File: src/design/b32e_pkg.sv
// Package for the base32 byte encoder: job type, queue depth, alphabet lookup.
// No dependencies.
`default_nettype none

package b32e_pkg;

    localparam int QUEUE_DEPTH = 2;

    // One classified byte: up to three 5-bit groups, MSB group at [14:10]
    typedef struct packed {
        logic [14:0] window;
        logic [1:0]  num_sym;
        logic        last;
    } b32e_job_t;

    // 5-bit group to ASCII code
    function automatic logic [7:0] b32e_alpha(input logic [4:0] grp);
        logic [7:0] code;
        case (grp)
            5'd0:    code = 8'h41; // A
            5'd1:    code = 8'h42;
            5'd2:    code = 8'h43;
            5'd3:    code = 8'h44;
            5'd4:    code = 8'h45;
            5'd5:    code = 8'h46;
            5'd6:    code = 8'h47;
            5'd7:    code = 8'h48; // H
            5'd8:    code = 8'h4A; // J
            5'd9:    code = 8'h4B; // K
            5'd10:   code = 8'h4D; // M
            5'd11:   code = 8'h4E; // N
            5'd12:   code = 8'h50; // P
            5'd13:   code = 8'h51;
            5'd14:   code = 8'h52;
            5'd15:   code = 8'h53; // S
            5'd16:   code = 8'h54; // T
            5'd17:   code = 8'h56; // V
            5'd18:   code = 8'h57;
            5'd19:   code = 8'h58;
            5'd20:   code = 8'h59;
            5'd21:   code = 8'h5A; // Z
            5'd22:   code = 8'h32; // 2
            5'd23:   code = 8'h33;
            5'd24:   code = 8'h34;
            5'd25:   code = 8'h35;
            5'd26:   code = 8'h36;
            5'd27:   code = 8'h37;
            5'd28:   code = 8'h38;
            5'd29:   code = 8'h39; // 9
            5'd30:   code = 8'h30; // 0
            5'd31:   code = 8'h31; // 1
            default: code = 8'h41;
        endcase
        return code;
    endfunction

endpackage

`default_nettype wire

File: src/design/b32e_front.sv
// Front end: accepts bytes, merges them with leftover bits, builds jobs.
// Depends on b32e_pkg.
`default_nettype none

module b32e_front (
    input  wire logic                clk,
    input  wire logic                rst_n,
    input  wire logic                byte_valid,
    output logic                     byte_ready,
    input  wire logic [7:0]          data_byte,
    input  wire logic                last_byte,
    output logic                     job_valid,
    input  wire logic                job_ready,
    output b32e_pkg::b32e_job_t      job
);
    import b32e_pkg::*;

    logic [3:0]  leftover_bits_reg, leftover_bits_next;
    logic [2:0]  leftover_count_reg, leftover_count_next;
    logic [3:0]  lo_mask;
    logic [3:0]  rem_mask;
    logic [11:0] acc;
    logic [3:0]  bits;
    logic [3:0]  shift;
    logic        two_full;
    logic [2:0]  rem;
    logic        push;

    assign byte_ready = job_ready;
    assign job_valid  = byte_valid;
    assign push       = byte_valid && job_ready;

    // Merge pending bits above the new byte
    always_comb
    begin
        lo_mask  = 4'((5'd1 << leftover_count_reg) - 5'd1);
        acc      = {leftover_bits_reg & lo_mask, data_byte};
        bits     = {1'b0, leftover_count_reg} + 4'd8;
        two_full = (bits >= 4'd10);
        rem      = two_full ? 3'(bits - 4'd10) : 3'(bits - 4'd5);
        rem_mask = 4'((5'd1 << rem) - 5'd1);
        shift    = 4'd15 - bits;
    end

    // Job: left-aligned window, symbol count, end-of-message flag
    always_comb
    begin
        job.window  = 15'({3'b000, acc} << shift);
        job.num_sym = two_full ? 2'd2 : 2'd1;
        if (last_byte && (rem != 3'd0))
        begin
            job.num_sym = job.num_sym + 2'd1;
        end
        job.last = last_byte;
    end

    // Leftover update
    always_comb
    begin
        leftover_bits_next  = leftover_bits_reg;
        leftover_count_next = leftover_count_reg;
        if (push)
        begin
            if (last_byte)
            begin
                leftover_bits_next  = 4'd0;
                leftover_count_next = 3'd0;
            end
            else
            begin
                leftover_bits_next  = acc[3:0] & rem_mask;
                leftover_count_next = rem;
            end
        end
    end

    always_ff @(posedge clk or negedge rst_n)
    begin
        if (!rst_n)
        begin
            leftover_bits_reg  <= 4'd0;
            leftover_count_reg <= 3'd0;
        end
        else
        begin
            leftover_bits_reg  <= leftover_bits_next;
            leftover_count_reg <= leftover_count_next;
        end
    end

endmodule

`default_nettype wire

File: src/design/b32e_fifo.sv
// Job queue between the front end and the symbol emitter.
// Depends on b32e_pkg.
`default_nettype none

module b32e_fifo #(
    parameter int DEPTH = b32e_pkg::QUEUE_DEPTH
) (
    input  wire logic                clk,
    input  wire logic                rst_n,
    input  wire logic                wr_valid,
    output logic                     wr_ready,
    input  wire b32e_pkg::b32e_job_t wr_job,
    output logic                     rd_valid,
    input  wire logic                rd_ready,
    output b32e_pkg::b32e_job_t      rd_job
);
    import b32e_pkg::*;

    localparam int PTR_W = (DEPTH > 1) ? $clog2(DEPTH) : 1;
    localparam int CNT_W = $clog2(DEPTH + 1);
    localparam logic [PTR_W-1:0] LAST_PTR = PTR_W'(DEPTH - 1);
    localparam logic [CNT_W-1:0] FULL_CNT = CNT_W'(DEPTH);

    b32e_job_t        slot_reg [DEPTH];
    logic [PTR_W-1:0] wr_ptr_reg, wr_ptr_next;
    logic [PTR_W-1:0] rd_ptr_reg, rd_ptr_next;
    logic [CNT_W-1:0] count_reg, count_next;
    logic             do_wr;
    logic             do_rd;

    assign wr_ready = (count_reg != FULL_CNT);
    assign rd_valid = (count_reg != '0);
    assign rd_job   = slot_reg[rd_ptr_reg];
    assign do_wr    = wr_valid && wr_ready;
    assign do_rd    = rd_valid && rd_ready;

    // Pointer and occupancy update
    always_comb
    begin
        wr_ptr_next = wr_ptr_reg;
        rd_ptr_next = rd_ptr_reg;
        count_next  = count_reg;
        if (do_wr)
        begin
            wr_ptr_next = (wr_ptr_reg == LAST_PTR) ? '0 : wr_ptr_reg + PTR_W'(1);
        end
        if (do_rd)
        begin
            rd_ptr_next = (rd_ptr_reg == LAST_PTR) ? '0 : rd_ptr_reg + PTR_W'(1);
        end
        if (do_wr && !do_rd)
        begin
            count_next = count_reg + CNT_W'(1);
        end
        else if (do_rd && !do_wr)
        begin
            count_next = count_reg - CNT_W'(1);
        end
    end

    always_ff @(posedge clk or negedge rst_n)
    begin
        if (!rst_n)
        begin
            wr_ptr_reg <= '0;
            rd_ptr_reg <= '0;
            count_reg  <= '0;
        end
        else
        begin
            wr_ptr_reg <= wr_ptr_next;
            rd_ptr_reg <= rd_ptr_next;
            count_reg  <= count_next;
        end
    end

    // Storage, no reset needed
    always_ff @(posedge clk)
    begin
        if (do_wr)
        begin
            slot_reg[wr_ptr_reg] <= wr_job;
        end
    end

endmodule

`default_nettype wire

File: src/design/b32e_back.sv
// Back end: steps through the groups of each job, one symbol per cycle while a job waits and sym_ready is high.
// Depends on b32e_pkg.
`default_nettype none

module b32e_back (
    input  wire logic                clk,
    input  wire logic                rst_n,
    input  wire logic                job_valid,
    output logic                     job_ready,
    input  wire b32e_pkg::b32e_job_t job,
    output logic                     sym_valid,
    input  wire logic                sym_ready,
    output logic [7:0]               symbol_code,
    output logic                     last_symbol
);
    import b32e_pkg::*;

    logic [1:0] idx_reg, idx_next;
    logic       out_valid_reg, out_valid_next;
    logic [7:0] code_reg, code_next;
    logic       last_reg, last_next;
    logic       load;
    logic       final_grp;
    logic [4:0] grp;

    assign sym_valid   = out_valid_reg;
    assign symbol_code = code_reg;
    assign last_symbol = last_reg;

    assign load      = job_valid && (!out_valid_reg || sym_ready);
    assign final_grp = (idx_reg == (job.num_sym - 2'd1));
    assign job_ready = load && final_grp;

    // Group select
    always_comb
    begin
        case (idx_reg)
            2'd0:    grp = job.window[14:10];
            2'd1:    grp = job.window[9:5];
            2'd2:    grp = job.window[4:0];
            default: grp = job.window[4:0];
        endcase
    end

    // Output register and group counter
    always_comb
    begin
        idx_next       = idx_reg;
        out_valid_next = out_valid_reg;
        code_next      = code_reg;
        last_next      = last_reg;
        if (load)
        begin
            out_valid_next = 1'b1;
            code_next      = b32e_alpha(grp);
            last_next      = job.last && final_grp;
            idx_next       = final_grp ? 2'd0 : idx_reg + 2'd1;
        end
        else if (sym_ready)
        begin
            out_valid_next = 1'b0;
        end
    end

    always_ff @(posedge clk or negedge rst_n)
    begin
        if (!rst_n)
        begin
            idx_reg       <= 2'd0;
            out_valid_reg <= 1'b0;
        end
        else
        begin
            idx_reg       <= idx_next;
            out_valid_reg <= out_valid_next;
        end
    end

    always_ff @(posedge clk)
    begin
        code_reg <= code_next;
        last_reg <= last_next;
    end

endmodule

`default_nettype wire

File: src/design/base32_byte_encoder.sv
// Base32 byte encoder top level: front end, job queue, symbol emitter.
// An accepted byte's first symbol reaches the output register via the queue.
// One symbol per cycle leaves the output register while jobs are queued and
// sym_ready is high; a byte yields one to three symbols, about 1.6 on average.
// Reset (rst_n, async, active low) clears leftover bits, queue and output.
// Depends on b32e_pkg, b32e_front, b32e_fifo, b32e_back.
`default_nettype none

module base32_byte_encoder #(
    parameter int QUEUE_DEPTH = b32e_pkg::QUEUE_DEPTH
) (
    input  wire logic       clk,
    input  wire logic       rst_n,
    input  wire logic       byte_valid,
    output logic            byte_ready,
    input  wire logic [7:0] data_byte,
    input  wire logic       last_byte,
    output logic            sym_valid,
    input  wire logic       sym_ready,
    output logic [7:0]      symbol_code,
    output logic            last_symbol
);
    import b32e_pkg::*;

    b32e_job_t fr_job;
    b32e_job_t bk_job;
    logic      fr_valid;
    logic      fr_ready;
    logic      bk_valid;
    logic      bk_ready;

    b32e_front u_front (
        .clk        (clk),
        .rst_n      (rst_n),
        .byte_valid (byte_valid),
        .byte_ready (byte_ready),
        .data_byte  (data_byte),
        .last_byte  (last_byte),
        .job_valid  (fr_valid),
        .job_ready  (fr_ready),
        .job        (fr_job)
    );

    b32e_fifo #(
        .DEPTH (QUEUE_DEPTH)
    ) u_fifo (
        .clk      (clk),
        .rst_n    (rst_n),
        .wr_valid (fr_valid),
        .wr_ready (fr_ready),
        .wr_job   (fr_job),
        .rd_valid (bk_valid),
        .rd_ready (bk_ready),
        .rd_job   (bk_job)
    );

    b32e_back u_back (
        .clk         (clk),
        .rst_n       (rst_n),
        .job_valid   (bk_valid),
        .job_ready   (bk_ready),
        .job         (bk_job),
        .sym_valid   (sym_valid),
        .sym_ready   (sym_ready),
        .symbol_code (symbol_code),
        .last_symbol (last_symbol)
    );

endmodule

`default_nettype wire

File: config.mk
export PLATFORM = sky130hd
export DESIGN_NAME = base32_byte_encoder
export DESIGN_NICKNAME = d
export VERILOG_FILES = /design/src/design/b32e_pkg.sv /design/src/design/b32e_front.sv /design/src/design/b32e_fifo.sv /design/src/design/b32e_back.sv /design/src/design/base32_byte_encoder.sv
export SDC_FILE = /design/constraint.sdc
export NUM_CORES = 1
export LEC_CHECK = 0
export BUFFER_PORTS_ARGS = -buffer_cell sky130_fd_sc_hd__buf_2
export CORE_ASPECT_RATIO = 1.5
export CORE_MARGIN = 3
export CORE_UTILIZATION = 54
export CTS_CLUSTER_DIAMETER = 80
export DETAILED_ROUTE_END_ITERATION = 10
export PLACE_DENSITY = 0.76
export SLEW_MARGIN = 40
export SYNTH_ARGS = -nofsm -noshare
export SYNTH_HDL_FRONTEND = slang
export SYNTH_SLANG_ARGS = --single-unit
export TNS_END_PERCENT = 1
File: constraint.sdc
create_clock -name clk -period 2.54 [get_ports clk]
set_input_delay 0.254 -clock clk [delete_from_list [all_inputs] [get_ports clk]]
set_output_delay 0.254 -clock clk [all_outputs]
set_load 0.01 [all_outputs]
# == Word level (Yosys, flattened, before mapping) ==
# Memories as Yosys holds them, arrays and structs flattened. A register that Yosys moved wholly into a read port is not among the register bits.
# Cells that the tools add are included.
# word_totals
word_cells,65
rom_bits,224
ff_bits,23
memories,2
input_bits,13
mem_bits_rw,36
# op_classes
n_eq_ne,3
addsub,13
bitwise,2
mux,15
n_shift,3
order_cmp,1
reduce_logical,17
# mem_list
memory,depth,width,read_ports,rd_ports_with_merged_regs,write_ports,line_no,rtl
(no name shown),32,7,1,1,0,b32e_pkg.sv:19,case (grp)
u_fifo.slot_reg,2,18,1,0,1,b32e_fifo.sv:24,b32e_job_t slot_reg [DEPTH];
# ops
op,count
left shift 12 x 4 -> 15 bit,1
two-way mux 2 bit,5
one-hot mux 5 bit (2 select lines),1
bitwise AND 4 bit,2
logical AND 1 bit,8
left shift 1 x 3 -> 4 bit (first input constant),2
subtractor 4 x 1 -> 4 bit (second input constant),2
adder 2 x 1 -> 2 bit (second input constant),3
two-way mux 1 bit,6
two-way mux 3 bit,2
nonzero test 2 bit,3
adder 3 x 4 -> 4 bit (second input constant),1
>= comparator 4 bit (second input constant),1
two-way mux 4 bit,1
subtractor 2 x 1 -> 2 bit (second input constant),2
subtractor 4 bit (first input constant),1
logical NOT 1 bit,3
nonzero test 3 bit,1
subtractor 3 x 2 -> 3 bit (second input constant),1
subtractor 3 bit (second input constant),1
adder 1 bit (second input constant),2
equality test 2 x 1 -> 1 bit (second input constant),1
equality test 2 bit,1
logical NOT 2 bit,1
other kinds (2),2

# == Logic depth before layout (Yosys ltp) ==
# logic_depth
ltp_word,8
depth_mapped,12

# == Hierarchy ==
# From an unflattened synthesis, not the netlist that was laid out.
# hier_totals
hier_cells,309
hier_area_um2,3495.9
# by_module_without_submodules
mod,cells_each,n_inst,area_per_inst_um2
b32e_fifo,74,1,1542.7
b32e_front,148,1,1103.6
b32e_back,87,1,849.6

# == Worst setup path before layout ==
# Ideal clock, no wire load.
# synth_path
path_type,flip-flop to flip-flop
start,register u_back.idx_reg[0]
end,"register u_back.code_reg[0], in the netlist u_back.symbol_code[0], data pin"
stages_incl_launch_ff,11
path_buffers,1
arrival_time_ns,2.292
period_less_slack_ns,2.552
setup_ns,0.260
path_slack_ns,-0.012
cell_sequence,dfrtp_1 > inv_1 > ha_1 > buf_2 > nor2_1 > a221oi_1 > a2bb2oi_2 > ha_1 > mux2_4 > a22oi_2 > o21ai_1
# synth_via
elab_chain_cells,2
elab_cells_between_ends,3
classes_between,1 x eq/ne; 1 x mux; 1 x reduce/logical
# synth_lines
element,line_no,rtl
"start, declared",b32e_back.sv:18,"logic [1:0] idx_reg, idx_next;"
"start signal, assigned",b32e_back.sv:74,idx_reg <= idx_next;
equality test 2 x 1 -> 1 bit / logical NOT 2 bit (equally long branches),b32e_back.sv:37,case (idx_reg)
one-hot mux 5 bit (2 select lines) (*),b32e_back.sv:37,
"end, declared",b32e_back.sv:20,"logic [7:0] code_reg, code_next;"
# Mark *: on every way between the ends. The rest lies on a longest branch, timed or not.
# A chain may end at the register's enable or synchronous reset.

# == Worst setup path after layout ==
# layout_path
start,register u_back.idx_reg[1]
end,"register u_back.code_reg[1], in the netlist u_back.symbol_code[1], data pin"
# The elaborated chain is that of the path after synthesis.

==> results by group <==
Final layout
  – Area grow syn2layout: 14.2%
  – N_diodes: 0
  – Fillers: 434
  – Max reg flops: 36
  – Final net count: 360
  – Share of cells above drive strength 1: 23.2%

Clock network
  – CTS tree: built
  – H-Tree Level Count: 3
  – Clock transition at path regs: 0.07 ns
  – Clock insertion delay at the later pin of the skew report: 0.33 ns
  – Inserted Clock Buffers: 9
  – Clock sinks: 58
  – Root buffer cell: clkbuf_8
  – Clock Path Buffers: 2
  – Post-CTS setup buffers: 0

Yosys
  – Largest cells by area after synthesis: edfxtp_1 (41%), dfrtp_1 (11%), ha_1 (6.1%)
  – Compound-cell area share of the yosys netlist: 11.7%
  – Post-synth EDFFs: 44
  – Predominant post-synthesis flop cell: edfxtp_1
  – Most numerous cell in the Yosys netlist: edfxtp_1
  – Synth Area in Adders: 6.15%
  – Ys Warns: 0
  – Synth top area share: 40.6%
  – Cell Area, Synth: 0.00326 sq mm
  – Post-synth top cells: edfxtp_1 (44), nand2_1 (36), nor2_1 (23)
  – Number of distinct library cells after synthesis: 50
  – FFs w/ async S/R, synth: 24.1%
  – Register bit total from synthesis: 58
  – Multiplexer share of the synthesized area: 10.1%
  – Syn Nets: 327
  – Share of the yosys chip area belonging to registers: 51.3%
  – Cell taking the most area after synthesis: edfxtp_1
  – Synth Area in Simple Gates: 12.8%
  – Post-Synthesis Cells: 298
  – Largest family of logic cells by synthesized area: simple AND/OR/NAND/NOR gates
  – Syn avg cell area: 10.9 sq um
  – Post-Synth XOR/XNOR Area: 2.96%

STA
  – # setup viols final: 0
  – Clock skew: 0.00722 ns
  – Setup ws final: 0.113 ns
  – Fmax: 412 MHz
  – Final-report hold violation count: 0
  – RSZ-0062 raised after global routing: no
  – Slew Limit Fails: 0
  – Crit share post-route: 95.5%
  – Period minus WS final: 2.43 ns

Setup path
  – CP max-delay cell: or3b_2
  – Crit path required time: 2.61 ns
  – CP Cell Sequence: inv_1 > ha_1 > buf_4 > or3b_2 > a32oi_1 > a21o_1 > nor2_1 > o21ai_0 > o311ai_1
  – Critical path's top delay family: compound AO/OA/AOI/OAI gates
  – CP bufs+invs: 2
  – Critical path fanouts, max: 12
  – Crit path DAT: 2.50 ns
  – Crit path kind: flip-flop to flip-flop
  – Startpoint class of the critical path: flip-flop
  – CP peak stage delay: 0.45 ns
  – Worst Setup End Kind: flip-flop

Global routing
  – GRT Total Usage: 19.2%
  – Initial antenna violation count: 0
  – Gr ovfl total: 0
  – First-pass GRT wire length: 10500 um
  – Largest net degree at the start of global routing: 20
  – Vias in the first global route: 2276

Die
  – IO Pins: 24
  – Die Wd: 69.4 um
  – Die H: 101 um
  – Core Box Area: 0.00583 sq mm
  – Initial Util: 55.9%
  – Die footprint: 0.00702 sq mm
  – FP Rows: 34

Routing
  – Routed vias: 2310
  – Routed length per placed instance: 15.9 um
  – Drt pass-1 iters: 4
  – DRC Markers: 0
  – DR iter-0 viols: 77
  – DRT antenna net count: 0
  – Post-Route WL: 6470 um
  – DR vias/cell: 5.66

Placed design
  – Port Buffers: 22
  – Pre-CTS setup slack: -0.0109 ns
  – Global placement routability congestion: 0.886
  – DP Wirelength: 4700 um

Power and ir drop
  – Total power: 5770 uW
  – PwrDens: 1550 mW/mm^2
  – VDD IR max: 0.775 mV
  – Leak pwr: 0.00153 uW

Run
  – Max_cap viols: 0

Status
  – Status: finished, final reports clean

Worst hold path
  – Hold WC Path Type: primary input to flip-flop
[placed cells by master, fill, tap and decap left out, types with 2 or more instances in the layout]
master	instances
edfxtp_1	44
nand2_1	36
nor2_1	23
buf_2	22
o21ai_0	16
inv_1	15
ha_1	15
buf_4	15
mux2i_1	14
dfrtp_1	14
mux2_2	13
a21oi_1	10
nand3_1	10
clkbuf_8	9
xnor2_1	6
nand2b_1	6
nor3_1	5
xor2_1	5
and3_1	4
clkinv_2	4
a221oi_2	3
a31oi_1	3
o22ai_1	3
o21ai_1	3
and2_1	2
nor2b_1	2
nor3b_1	2
a21o_1	2
a32o_1	2
or3b_2	2
mux2_4	2
[layout make-up]
cell class	count	area, sq um	area share, %
clock buffer	10	128	3.43
clock inverter	6	57.6	1.55
sequential	58	1670	44.9
multi-input combinational	206	1460	39.2
timing repair buffer	39	253	6.79
inverter	17	63.8	1.72
tap	72	90.1	2.42
[metal layers]
| layer | share of wire [%] | GRT usage (%) | up-vias |
|---|---|---|---|
| met5 | 0 | 0 | - |
| met4 | 2.4 | 9.92 | 0 |
| met3 | 3.1 | 4.39 | 13 |
| met2 | 55 | 35.6 | 47 |
| met1 | 39 | 20.1 | 1117 |
| li1 | - | - | 1133 |
[worst register-to-register path, cell delays in order, from the launching register on]
cell	delay [ns]
dfrtp_1	0.36
inv_1	0.10
ha_1	0.21
buf_4	0.19
or3b_2	0.45
a32oi_1	0.25
a21o_1	0.21
nor2_1	0.07
o21ai_0	0.21
o311ai_1	0.13
[per-stage QoR]
step                      area (sq um)  utilization, %  TNS [ns]  hold slack, ns  std cells
final                             3720            63.8         0           0.112        408
after global routing              3720            63.8         0           0.106        408
after CTS                         3690            63.3         0          0.0932        408
after detailed placement          3490            59.9   -0.0109           0.176        391
after global placement            3490            59.9         0           0.174        391
after floorplan                   3260               -         0         -0.0416        298
[worst paths after layout]
check	startpoint	to	slack (ns)	cells after the start
setup / recovery	u_back.idx_reg[1]	u_back.symbol_code[1]	0.11	9
hold / removal	sym_ready	u_back.sym_valid	0.11	2
setup reg to reg	u_back.idx_reg[1]	u_back.symbol_code[1]	0.11	9
hold reg to reg	u_fifo.count_reg[1]	u_fifo.count_reg[1]	0.50	1
max in group asynchronous	rst_n	u_front.leftover_count_reg[1]	1.92	2
min in group asynchronous	rst_n	u_fifo.rd_ptr_reg	0.36	2
[where the power goes]
part | leakage, uW | total [uW] | switching, uW | internal, uW
sequential | 0.000587 | 1770 | 188 | 1580
clock | 0.0000958 | 813 | 367 | 446
combinational | 0.000846 | 3180 | 1800 | 1380
[cell families after synthesis]
| kind of cell | after synthesis |
|---|---|
| buf+inv | 34 |
| simple gates | 92 |
| compound gates | 56 |
| other cells | 1 |
| xor+xnor | 11 |
| fa+ha+maj | 16 |
| flops | 58 |
| mux | 30 |
[repair_timing]
item	in CTS	in global routing
hold endpoints to repair	14	0
endpoints found under the setup margin	1	4
resized for setup	1	4
hold buffers	1	0
(Power assumes the default switching activity.)
